**src/rtl/tgarle_pkg.sv**
```systemverilog
// ----------------------------------------------------------------------------
// tgarle_pkg
// Shared types and codes for the TGA run-length pixel decoder.
// ----------------------------------------------------------------------------
package tgarle_pkg;

    // result kinds
    localparam logic [1:0] KIND_HEADER = 2'd0;
    localparam logic [1:0] KIND_PIXEL  = 2'd1;
    localparam logic [1:0] KIND_ERROR  = 2'd2;

    // pixel formats
    localparam logic [1:0] FMT_OTHER  = 2'd0;
    localparam logic [1:0] FMT_RGB24  = 2'd1;
    localparam logic [1:0] FMT_RGBA32 = 2'd2;

    // header field values
    localparam logic [7:0] IMG_RAW  = 8'd2;
    localparam logic [7:0] IMG_RLE  = 8'd10;
    localparam logic [7:0] DEPTH_24 = 8'd24;
    localparam logic [7:0] DEPTH_32 = 8'd32;

    // header byte positions
    localparam logic [4:0] HB_ID_LEN    = 5'd0;
    localparam logic [4:0] HB_CMAP      = 5'd1;
    localparam logic [4:0] HB_KIND      = 5'd2;
    localparam logic [4:0] HB_WIDTH_LO  = 5'd12;
    localparam logic [4:0] HB_WIDTH_HI  = 5'd13;
    localparam logic [4:0] HB_HEIGHT_LO = 5'd14;
    localparam logic [4:0] HB_HEIGHT_HI = 5'd15;
    localparam logic [4:0] HB_DEPTH     = 5'd16;
    localparam logic [4:0] HB_DESC      = 5'd17;

    typedef struct packed {
        logic [7:0] data_byte;
        logic       file_start;
    } tgarle_in_t;

    typedef struct packed {
        logic [1:0]  result_kind;
        logic [15:0] image_width;
        logic [15:0] image_height;
        logic [1:0]  pixel_format;
        logic        flip_needed;
        logic [7:0]  red;
        logic [7:0]  green;
        logic [7:0]  blue;
        logic [7:0]  alpha;
        logic [7:0]  repeat_count;
        logic        last_pixel;
    } tgarle_out_t;

    // per-cycle handshake between the parser and the stages around it
    typedef struct packed {
        logic take;   // the registered request is consumed this cycle
        logic load;   // and it writes a result
    } tgarle_step_t;

endpackage

```
**src/rtl/tgarle_core.sv**
```systemverilog
// ----------------------------------------------------------------------------
// tgarle_core
// Byte parser: header fields, comment skip, packet headers and pixel assembly.
// Updates state for one request per cycle unless its result waits on out_free.
// ----------------------------------------------------------------------------
module tgarle_core import tgarle_pkg::*; (
    input  logic         aclk,
    input  logic         aresetn,
    input  logic         item_valid,
    input  tgarle_in_t   item,
    input  logic         out_free,
    output tgarle_step_t step,
    output tgarle_out_t  result
);

    localparam logic [2:0] PH_IDLE    = 3'd0;
    localparam logic [2:0] PH_HEADER  = 3'd1;
    localparam logic [2:0] PH_COMMENT = 3'd2;
    localparam logic [2:0] PH_PACKET  = 3'd3;
    localparam logic [2:0] PH_PIXEL   = 3'd4;
    localparam logic [2:0] PH_DONE    = 3'd5;

    localparam logic [4:0] HDR_LAST = 5'd17;

    logic [2:0]  phase_reg, phase_next;
    logic [4:0]  hdr_idx_reg, hdr_idx_next;
    logic [7:0]  comment_left_reg, comment_left_next;
    logic        cmap_zero_reg, cmap_zero_next;
    logic        kind_ok_reg, kind_ok_next;
    logic        kind_rle_reg, kind_rle_next;
    logic [15:0] width_reg, width_next;
    logic [15:0] height_reg, height_next;
    logic [1:0]  fmt_reg, fmt_next;
    logic        descriptor_bit5_reg, descriptor_bit5_next;
    logic [31:0] pixels_left_reg, pixels_left_next;
    logic [7:0]  pkt_left_reg, pkt_left_next;
    logic        pkt_run_reg, pkt_run_next;
    logic [23:0] pix_bytes_reg, pix_bytes_next;
    logic [1:0]  pix_idx_reg, pix_idx_next;

    logic [7:0]  b;
    logic [2:0]  phase_cur;
    logic [4:0]  idx_cur;
    logic        do_verdict;
    logic        hdr_ok;
    logic        flip_cur;
    logic        has_res;
    logic [1:0]  last_idx;
    logic [7:0]  cnt_raw;
    logic [7:0]  cnt;
    logic [31:0] left_after;
    logic [7:0]  pkt_after;

    assign b         = item.data_byte;
    assign phase_cur = item.file_start ? PH_HEADER : phase_reg;
    assign idx_cur   = item.file_start ? HB_ID_LEN : hdr_idx_reg;
    assign hdr_ok    = (width_reg != 16'd0) && (height_reg != 16'd0) &&
                       cmap_zero_reg && kind_ok_reg;
    // descriptor is the current byte when the verdict falls on it
    assign flip_cur  = (phase_cur == PH_HEADER) ? ~b[5] : ~descriptor_bit5_reg;

    assign last_idx   = (fmt_reg == FMT_RGBA32) ? 2'd3 : 2'd2;
    assign cnt_raw    = (kind_rle_reg && pkt_run_reg) ? pkt_left_reg : 8'd1;
    assign cnt        = (pixels_left_reg < {24'd0, cnt_raw}) ? pixels_left_reg[7:0]
                                                             : cnt_raw;
    assign left_after = pixels_left_reg - {24'd0, cnt};
    assign pkt_after  = (pkt_run_reg || pkt_left_reg <= 8'd1) ? 8'd0
                                                              : pkt_left_reg - 8'd1;

    always_comb begin
        phase_next           = phase_reg;
        hdr_idx_next         = hdr_idx_reg;
        comment_left_next    = comment_left_reg;
        cmap_zero_next       = cmap_zero_reg;
        kind_ok_next         = kind_ok_reg;
        kind_rle_next        = kind_rle_reg;
        width_next           = width_reg;
        height_next          = height_reg;
        fmt_next             = fmt_reg;
        descriptor_bit5_next = descriptor_bit5_reg;
        pixels_left_next     = pixels_left_reg;
        pkt_left_next        = pkt_left_reg;
        pkt_run_next         = pkt_run_reg;
        pix_bytes_next       = pix_bytes_reg;
        pix_idx_next         = pix_idx_reg;
        do_verdict           = 1'b0;
        has_res              = 1'b0;
        result               = '0;

        unique case (phase_cur)
            PH_HEADER: begin
                phase_next   = PH_HEADER;
                hdr_idx_next = idx_cur + 5'd1;
                unique case (idx_cur)
                    HB_ID_LEN:    comment_left_next = b;
                    HB_CMAP:      cmap_zero_next = (b == 8'd0);
                    HB_KIND: begin
                        kind_ok_next  = (b == IMG_RAW) || (b == IMG_RLE);
                        kind_rle_next = (b == IMG_RLE);
                    end
                    HB_WIDTH_LO:  width_next  = {width_reg[15:8], b};
                    HB_WIDTH_HI:  width_next  = {b, width_reg[7:0]};
                    HB_HEIGHT_LO: height_next = {height_reg[15:8], b};
                    HB_HEIGHT_HI: height_next = {b, height_reg[7:0]};
                    HB_DEPTH: begin
                        fmt_next = (b == DEPTH_32) ? FMT_RGBA32 :
                                   (b == DEPTH_24) ? FMT_RGB24 : FMT_OTHER;
                    end
                    HB_DESC:      descriptor_bit5_next = b[5];
                    default: ;
                endcase
                if (idx_cur == HDR_LAST) begin
                    if (comment_left_reg != 8'd0) begin
                        phase_next = PH_COMMENT;
                    end else begin
                        do_verdict = 1'b1;
                    end
                end
            end
            PH_COMMENT: begin
                comment_left_next = comment_left_reg - 8'd1;
                if (comment_left_reg == 8'd1) begin
                    do_verdict = 1'b1;
                end
            end
            PH_PACKET: begin
                pkt_left_next = {1'b0, b[6:0]} + 8'd1;
                pkt_run_next  = b[7];
                pix_idx_next  = 2'd0;
                phase_next    = PH_PIXEL;
            end
            PH_PIXEL: begin
                if (pix_idx_reg != last_idx) begin
                    unique case (pix_idx_reg)
                        2'd0:    pix_bytes_next[7:0]   = b;
                        2'd1:    pix_bytes_next[15:8]  = b;
                        default: pix_bytes_next[23:16] = b;
                    endcase
                    pix_idx_next = pix_idx_reg + 2'd1;
                end else begin
                    has_res             = 1'b1;
                    pix_idx_next        = 2'd0;
                    result.result_kind  = KIND_PIXEL;
                    result.blue         = pix_bytes_reg[7:0];
                    result.green        = pix_bytes_reg[15:8];
                    if (fmt_reg == FMT_RGBA32) begin
                        result.red   = pix_bytes_reg[23:16];
                        result.alpha = b;
                    end else begin
                        result.red   = b;
                        result.alpha = 8'd0;
                    end
                    result.repeat_count = cnt;
                    result.last_pixel   = (left_after == 32'd0);
                    pixels_left_next    = left_after;
                    if (kind_rle_reg) begin
                        pkt_left_next = pkt_after;
                        if (pkt_after == 8'd0) begin
                            phase_next = PH_PACKET;
                        end
                    end
                    if (left_after == 32'd0) begin
                        phase_next = PH_DONE;
                    end
                end
            end
            default: ;
        endcase

        if (do_verdict) begin
            has_res             = 1'b1;
            result.result_kind  = hdr_ok ? KIND_HEADER : KIND_ERROR;
            result.image_width  = width_reg;
            result.image_height = height_reg;
            result.pixel_format = fmt_reg;
            result.flip_needed  = flip_cur;
            phase_next          = PH_DONE;
            if (hdr_ok && fmt_reg != FMT_OTHER) begin
                pixels_left_next = {16'd0, width_reg} * {16'd0, height_reg};
                pix_idx_next     = 2'd0;
                pkt_left_next    = 8'd0;
                pkt_run_next     = 1'b0;
                phase_next       = kind_rle_reg ? PH_PACKET : PH_PIXEL;
            end
        end
    end

    assign step.take = item_valid && (!has_res || out_free);
    assign step.load = step.take && has_res;

    always_ff @(posedge aclk) begin
        if (!aresetn) begin
            phase_reg        <= PH_IDLE;
            hdr_idx_reg      <= '0;
            comment_left_reg <= '0;
            pixels_left_reg  <= '0;
            pkt_left_reg     <= '0;
            pkt_run_reg      <= 1'b0;
            pix_idx_reg      <= '0;
        end else if (step.take) begin
            phase_reg        <= phase_next;
            hdr_idx_reg      <= hdr_idx_next;
            comment_left_reg <= comment_left_next;
            pixels_left_reg  <= pixels_left_next;
            pkt_left_reg     <= pkt_left_next;
            pkt_run_reg      <= pkt_run_next;
            pix_idx_reg      <= pix_idx_next;
        end
    end

    // header fields and pixel bytes are payload
    always_ff @(posedge aclk) begin
        if (step.take) begin
            cmap_zero_reg       <= cmap_zero_next;
            kind_ok_reg         <= kind_ok_next;
            kind_rle_reg        <= kind_rle_next;
            width_reg           <= width_next;
            height_reg          <= height_next;
            fmt_reg             <= fmt_next;
            descriptor_bit5_reg <= descriptor_bit5_next;
            pix_bytes_reg       <= pix_bytes_next;
        end
    end

    a_pixel_has_work: assert property (@(posedge aclk) disable iff (!aresetn)
        phase_reg == PH_PIXEL |-> pixels_left_reg != 32'd0)
        else $error("pixel phase with no pixels left");

    a_byte_idx_range: assert property (@(posedge aclk) disable iff (!aresetn)
        phase_reg == PH_PIXEL && fmt_reg != FMT_RGBA32 |-> pix_idx_reg != 2'd3)
        else $error("byte index past 24-bit pixel");

    a_rle_packet_live: assert property (@(posedge aclk) disable iff (!aresetn)
        phase_reg == PH_PIXEL && kind_rle_reg
            |-> pkt_left_reg != 8'd0 && pkt_left_reg <= 8'd128)
        else $error("packet count out of range in pixel phase");

    a_last_ends_image: assert property (@(posedge aclk) disable iff (!aresetn)
        step.load && result.result_kind == KIND_PIXEL && result.last_pixel
            |=> phase_reg == PH_DONE)
        else $error("image not closed after last pixel");

endmodule

```
**src/rtl/tgarle_out_buf.sv**
```systemverilog
// ----------------------------------------------------------------------------
// tgarle_out_buf
// Result register on the m_ side; frees itself as the request is taken.
// ----------------------------------------------------------------------------
module tgarle_out_buf import tgarle_pkg::*; (
    input  logic        aclk,
    input  logic        aresetn,
    input  logic        load,
    input  tgarle_out_t result,
    output logic        out_free,
    output logic        m_valid,
    input  logic        m_ready,
    output tgarle_out_t m_data
);

    logic        m_valid_reg, m_valid_next;
    tgarle_out_t m_data_reg;

    assign out_free = !m_valid_reg || m_ready;

    always_comb begin
        m_valid_next = m_valid_reg;
        if (load) begin
            m_valid_next = 1'b1;
        end else if (m_ready) begin
            m_valid_next = 1'b0;
        end
    end

    always_ff @(posedge aclk) begin
        if (!aresetn) begin
            m_valid_reg <= 1'b0;
        end else begin
            m_valid_reg <= m_valid_next;
        end
    end

    always_ff @(posedge aclk) begin
        if (load) begin
            m_data_reg <= result;
        end
    end

    assign m_valid = m_valid_reg;
    assign m_data  = m_data_reg;

endmodule

```
**src/rtl/tga_rle_pixel_decoder.sv**
```systemverilog
// ----------------------------------------------------------------------------
// tga_rle_pixel_decoder
// TGA stream decoder: header, comment skip, raw/RLE 24/32-bit pixels.
// Throughput: one byte per cycle while the result side keeps up.
// Path: the last byte of a result goes through the input register, then the
// result register that drives m_valid.
// Reset: synchronous active-low aresetn; parser waits for a file start.
// ----------------------------------------------------------------------------
module tga_rle_pixel_decoder import tgarle_pkg::*; (
    input  logic        aclk,
    input  logic        aresetn,
    input  logic        s_valid,
    output logic        s_ready,
    input  tgarle_in_t  s_data,
    output logic        m_valid,
    input  logic        m_ready,
    output tgarle_out_t m_data
);

    logic         in_valid_reg, in_valid_next;
    tgarle_in_t   in_item_reg;
    logic         out_free;
    tgarle_step_t step;
    tgarle_out_t  result;

    // take a new byte when the held one is empty or moves on this cycle
    assign s_ready = !in_valid_reg || step.take;

    always_comb begin
        in_valid_next = in_valid_reg;
        if (s_valid && s_ready) begin
            in_valid_next = 1'b1;
        end else if (step.take) begin
            in_valid_next = 1'b0;
        end
    end

    always_ff @(posedge aclk) begin
        if (!aresetn) begin
            in_valid_reg <= 1'b0;
        end else begin
            in_valid_reg <= in_valid_next;
        end
    end

    always_ff @(posedge aclk) begin
        if (s_valid && s_ready) begin
            in_item_reg <= s_data;
        end
    end

    tgarle_core u_core (
        .aclk       (aclk),
        .aresetn    (aresetn),
        .item_valid (in_valid_reg),
        .item       (in_item_reg),
        .out_free   (out_free),
        .step       (step),
        .result     (result)
    );

    tgarle_out_buf u_out_buf (
        .aclk     (aclk),
        .aresetn  (aresetn),
        .load     (step.load),
        .result   (result),
        .out_free (out_free),
        .m_valid  (m_valid),
        .m_ready  (m_ready),
        .m_data   (m_data)
    );

endmodule
```
**config.mk**
```make
export PLATFORM = sky130hd
export DESIGN_NAME = tga_rle_pixel_decoder
export DESIGN_NICKNAME = d
export VERILOG_FILES = /design/src/rtl/tgarle_pkg.sv /design/src/rtl/tgarle_core.sv /design/src/rtl/tgarle_out_buf.sv /design/src/rtl/tga_rle_pixel_decoder.sv
export SDC_FILE = /design/constraint.sdc
export NUM_CORES = 1
export LEC_CHECK = 0
export BUFFER_PORTS_ARGS = -buffer_cell sky130_fd_sc_hd__buf_2
export CAP_MARGIN = 20
export CORE_AREA = 8 8 196 198
export DETAILED_ROUTE_END_ITERATION = 10
export DIE_AREA = 0 0 204 206
export GPL_TIMING_DRIVEN = 0
export HOLD_SLACK_MARGIN = 0.03
export PLACE_DENSITY = 0.72
export SLEW_MARGIN = 20
export SYNTH_ARGS = -nofsm -noshare
export SYNTH_HDL_FRONTEND = slang
export SYNTH_SLANG_ARGS = --single-unit
```
**constraint.sdc**
```tcl
create_clock -name aclk -period 9.3 [get_ports aclk]
set_clock_uncertainty 0.1 [all_clocks]
set_input_delay 0.465 -clock aclk [delete_from_list [all_inputs] [get_ports aclk]]
set_output_delay 0.465 -clock aclk [all_outputs]
set_load 0.005 [all_outputs]
```
# == Yosys cells after proc, flatten, opt, wreduce, memory -nomap -nowiden ==
# Cells that the tools add are included.
# word_totals
regBits,210
in_bits,13
output_inout_bits,80
wordCells,176
# classes
n_addsub,6
mul,1
n_lt_le_gt_ge,2
eq_ne,24
mux,54
bitwise,9
reduce_logical,46
# op_table
operator,n
$mux W32,4
$mux W8,9
$pmux W16 S2,2
$mux W37,1
$logic_not A32 Y1,1
$lt A32 B8 Y1,1
$mul A16 B16 Y32,1
$pmux W8 S2,2
$reduce_bool A16 Y1,2
$sub A32 B8 Y32,1
$reduce_and A4 Y1,7
$mux W3,9
$eq A5 B4 Y1 const B,4
$mux W1,17
$logic_not A8 Y1,2
$sub A8 B1 Y8 const B,2
$reduce_and A3 Y1,5
$mux W2,6
$eq A5 B5 Y1 const B,2
$not A1 Y1,9
$pmux W3 S3,1
$add A7 B1 Y8 const B,1
$eq A8 B1 Y1 const B,1
$eq A8 B2 Y1 const B,1
32 further kinds,51

# == Logic depth before layout (Yosys ltp) ==
# logic_depth
depth_word,12
ltp_mapped,26
mapped_depth_nobuf,25

# == Hierarchy ==
# A second synthesis with hierarchy kept.
# unflattened
cells_unflattened,1963
hier_area_um2,18764.2
# by_module_without_submodules
mod,n_inst,cells_per_inst,area_per_inst_um2,seq_area_each_um2
tgarle_core,1,1867,16045.4,3042.9
tgarle_out_buf,1,82,2391.0,2362.3
tga_rle_pixel_decoder,1,14,327.8,290.3

# == Worst setup path after synthesis ==
# OpenSTA, ideal clock, no wires.
# synth_path
path_kind,flip-flop to flip-flop
startpoint,register u_core.width_reg[13]
endpoint,register u_core.pixels_left_reg[30]
setup_time_ns,0.086
t_arrival_ns,6.306
path_slack_ns,2.808
path_stages_with_launch,27
path_buffers,2
synth_period_minus_slack_ns,6.492
cell_sequence,edfxtp_1 > clkbuf_1 > clkbuf_1 > nand2_1 > fa_1 > inv_1 > fa_1 > inv_1 > fa_1 > inv_1 > fa_1 > inv_1 > fa_1 > inv_1 > fa_1 > ha_1 > a21o_1 > a21o_1 > a21o_1 > nor3b_1 > a21oi_1 > a211oi_1 > nor3_1 > a211oi_1 > o21ai_0 > xnor2_1 > a211oi_1
# synth_between
elab_chain_len,7
elab_cells_between_ends,8
# synth_rtl
item,line,text
start: declaration,tgarle_core.sv:31,"logic [15:0] width_reg, width_next;"
start signal: assignment,tgarle_core.sv:217,width_reg <= width_next;
"parallel branches: the longest is 5 deep, another holds $mul A16 B16 Y32",n/a,
$mux W32 (*),tgarle_core.sv:178,if (hdr_ok && fmt_reg != FMT_OTHER) begin
$mux W32 (*),tgarle_core.sv:170,if (do_verdict) begin
end signal: assignment,tgarle_core.sv:204,pixels_left_reg <= pixels_left_next;
end: declaration,tgarle_core.sv:35,"logic [31:0] pixels_left_reg, pixels_left_next;"
# Mark *: on every way between the ends.
# A chain may end at the register's enable or synchronous reset.

# == Worst setup path in the final report ==
# layout_path
startpoint,register u_core.width_reg[5]
endpoint,register u_core.pixels_left_reg[30]
# Same word-level chain as after synthesis.

==> metrics.cfg <==
[yosys]
netlist_area_um2 = 19080
synth_edf_count = 149
ys_ff_latch = 210
ys_warn_count = 0
synth_ff_type = edfxtp_1
synthArstFlopShare = 0
yosysSeqAreaShare = 0.2985
synthDistinctLibCells = 76
syn_nets = 2382
avgSynthCellArea_um2 = 9.348
syn_inst = 2041

[layout]
fillers = 3046
largest_register_ffs = 78
syn_to_final_growth_pct = 10.16
seq_area_um2 = 5695
nNetsFinal = 2509
final_cell_mix = nand2_1, inv_1, fa_1
drive_gt1_frac = 0.07231
layout_commonest_cell = nand2_1
multi_input_area_um2 = 12030
antenna_cells = 0
finalInstanceArea_um2 = 21020

[sta]
slew_headroom = 0.2816
max_slew.worst_pin.slew_ns = 1.069
final-setup-viol-count = 0
hold_viol = 0
finalSetupTns_ns = 0
finalMaxSlewViolations = 0
fmax_mhz = 129.6
setup_slack_ns = 1.582
period_needed_ns = 7.718
period_share = 0.8299
rsz0062_at_grt = false

[placed_design]
placedInstanceArea_um2 = 20150
dpl.hpwl_mm = 42.87
port_buffers = 92
place_congestion = 0.9568
dp_slack_ns = 1.593

[floorplan]
rows = 69
ios = 93
die_x_um = 204
die_area_um2 = 42020
die_h_um = 206
initial_core_util = 0.5417
placeableCoreArea_um2 = 35220

[routing]
route.detailed.drc = 0
drtPass1Iterations = 6
totalWireLength_mm = 55.38
ant_nets = 0
vias = 15697
wl_met2_mm = 26.45
wl_per_cell_um = 20.93
top_layer = met4
m1WireLength_mm = 22.37
routed_via_density = 5.932
wl_met3_mm = 4.190
drt-initial-drc-count = 1162

[pwr]
peakVddDrop_uv = 150.7
total_power_mw = 2.027
powerDensity_nw_per_um2 = 96.45
leakage_nw = 9.040

[setup_path]
criticalPathCategory = flip-flop to flip-flop
critPathRequiredTime_ns = 9.64
crit_fanout = 10
start_kind = flip-flop
cp-end-kind = flip-flop
cp.arrival_ns = 8.06

[global_routing]
track_usage = 0.2664
grt_start_max_net_pins = 63
antenna_found_initial = 0
overflow = 0
grt_pass1_wl_mm = 88.55
grt_pass1_vias = 16089

[run_status]
status = complete, no violations

[clocking]
clockBufferDepth = 3
cts_tree = built
htreeDepth = 1
cts_resized = 0
cts_made_buffers = 23
cts-root-buf = clkbuf_16
clk_latency_ns = 0.54
cts_num_sinks = 210
path_clk_slew_ns = 0.06

[run]
cap_viol_max_count = 0

[worst_hold_path]
hold_class = input pin to flip-flop

==> per-stage QoR <==
step	util	hold WS [ns]	instances
global route	0.5967	0.1405	2646
CTS	0.5964	0.06020	2646
floorplan	-	0.3611	2041
detailed placement	0.5721	0.3874	2595
finish	0.5967	0.1335	2646
global placement	0.5711	0.3809	2594
==> critical path, cell delays in order (launching register included) <==
cell and delay, ns:
edfxtp_1 0.33, clkbuf_1 0.54, clkbuf_1 0.55, nand2_1 0.17
fa_1 0.54, fa_1 0.54, inv_1 0.05, fa_1 0.50
inv_1 0.05, fa_1 0.48, fa_1 0.51, inv_1 0.06
fa_1 0.48, ha_1 0.38, a21o_1 0.23, a21o_1 0.18
a21o_1 0.19, nor3b_1 0.20, a21oi_1 0.25, a211oi_1 0.34
nor3_1 0.12, a211oi_1 0.30, o21ai_0 0.16, xnor2_1 0.17
a211oi_1 0.22
==> timing repair <==
item | CTS | global route
setup buffers | 0 | 0
hold buffers | 9 | 0
hold endpoints to repair | 9 | 0
==> final timing paths <==
| path | depth (start not counted) | slack, ns | from | to |
|---|---|---|---|---|
| worst min-delay path | 3 | 0.13 | s_valid | in_valid_reg |
| worst max register to register | 24 | 1.58 | u_core.width_reg[5] | u_core.pixels_left_reg[30] |
| worst max-delay path | 24 | 1.58 | u_core.width_reg[5] | u_core.pixels_left_reg[30] |
| worst min register to register | 2 | 0.40 | u_core.hdr_idx_reg[1] | u_core.hdr_idx_reg[1] |
==> power by group <==
part           internal (mW)  total [mW]  switching (mW)  leakage, nW
sequential              1.00        1.01          0.0120         1.78
combinational         0.0247      0.0748          0.0501         6.88
clock                  0.545       0.939           0.394        0.379
==> cell families after synthesis <==
kind of cell    Yosys count  synth area share
compound gates          329            0.1081
xor+xnor                 50           0.02295
fa+ha+maj               328            0.2918
buf+inv                 364           0.07174
flops                   210            0.2985
mux                      12          0.006492
simple gates            748            0.2004
==> per-layer routing <==
metal / vias up / global-route usage
li1: 7103 / -
met1: 7716 / 0.3433
met2: 729 / 0.4494
met3: 149 / 0.03746
met4: 0 / 0.1075
met5: - / 0
==> synth_stat cells, drive strengths merged (15+ instances only) <==
| master | instances | area (um^2) |
|---|---|---|
| and3 | 31 | 193.9 |
| ha | 133 | 1664 |
| a21oi | 106 | 530.5 |
| nor4 | 27 | 196.4 |
| clkbuf | 105 | 394.1 |
| xor2 | 21 | 183.9 |
| o21ai | 69 | 345.3 |
| and2 | 163 | 1020 |
| nand4 | 15 | 93.84 |
| xnor2 | 29 | 254.0 |
| nand2 | 261 | 979.7 |
| fa | 195 | 3904 |
| inv | 253 | 949.7 |
| a22oi | 16 | 120.1 |
| dfxtp | 61 | 1221 |
| nor3 | 34 | 175.2 |
| o22ai | 23 | 143.9 |
| nand3 | 23 | 115.1 |
| a21o | 20 | 150.1 |
| nor2 | 106 | 397.9 |
| nor2b | 15 | 93.84 |
| edfxtp | 149 | 4474 |
==> final cells by class <==
class | instances | share of cell area
timing repair buffer | 102 | 0.02750
multi-input combinational | 1467 | 0.5724
buffer | 111 | 0.01994
sequential | 210 | 0.2710
inverter | 253 | 0.04530
clock inverter | 16 | 0.008572
tap | 461 | 0.02744
clock buffer | 26 | 0.02792
Power figures use the tool's default switching activity.
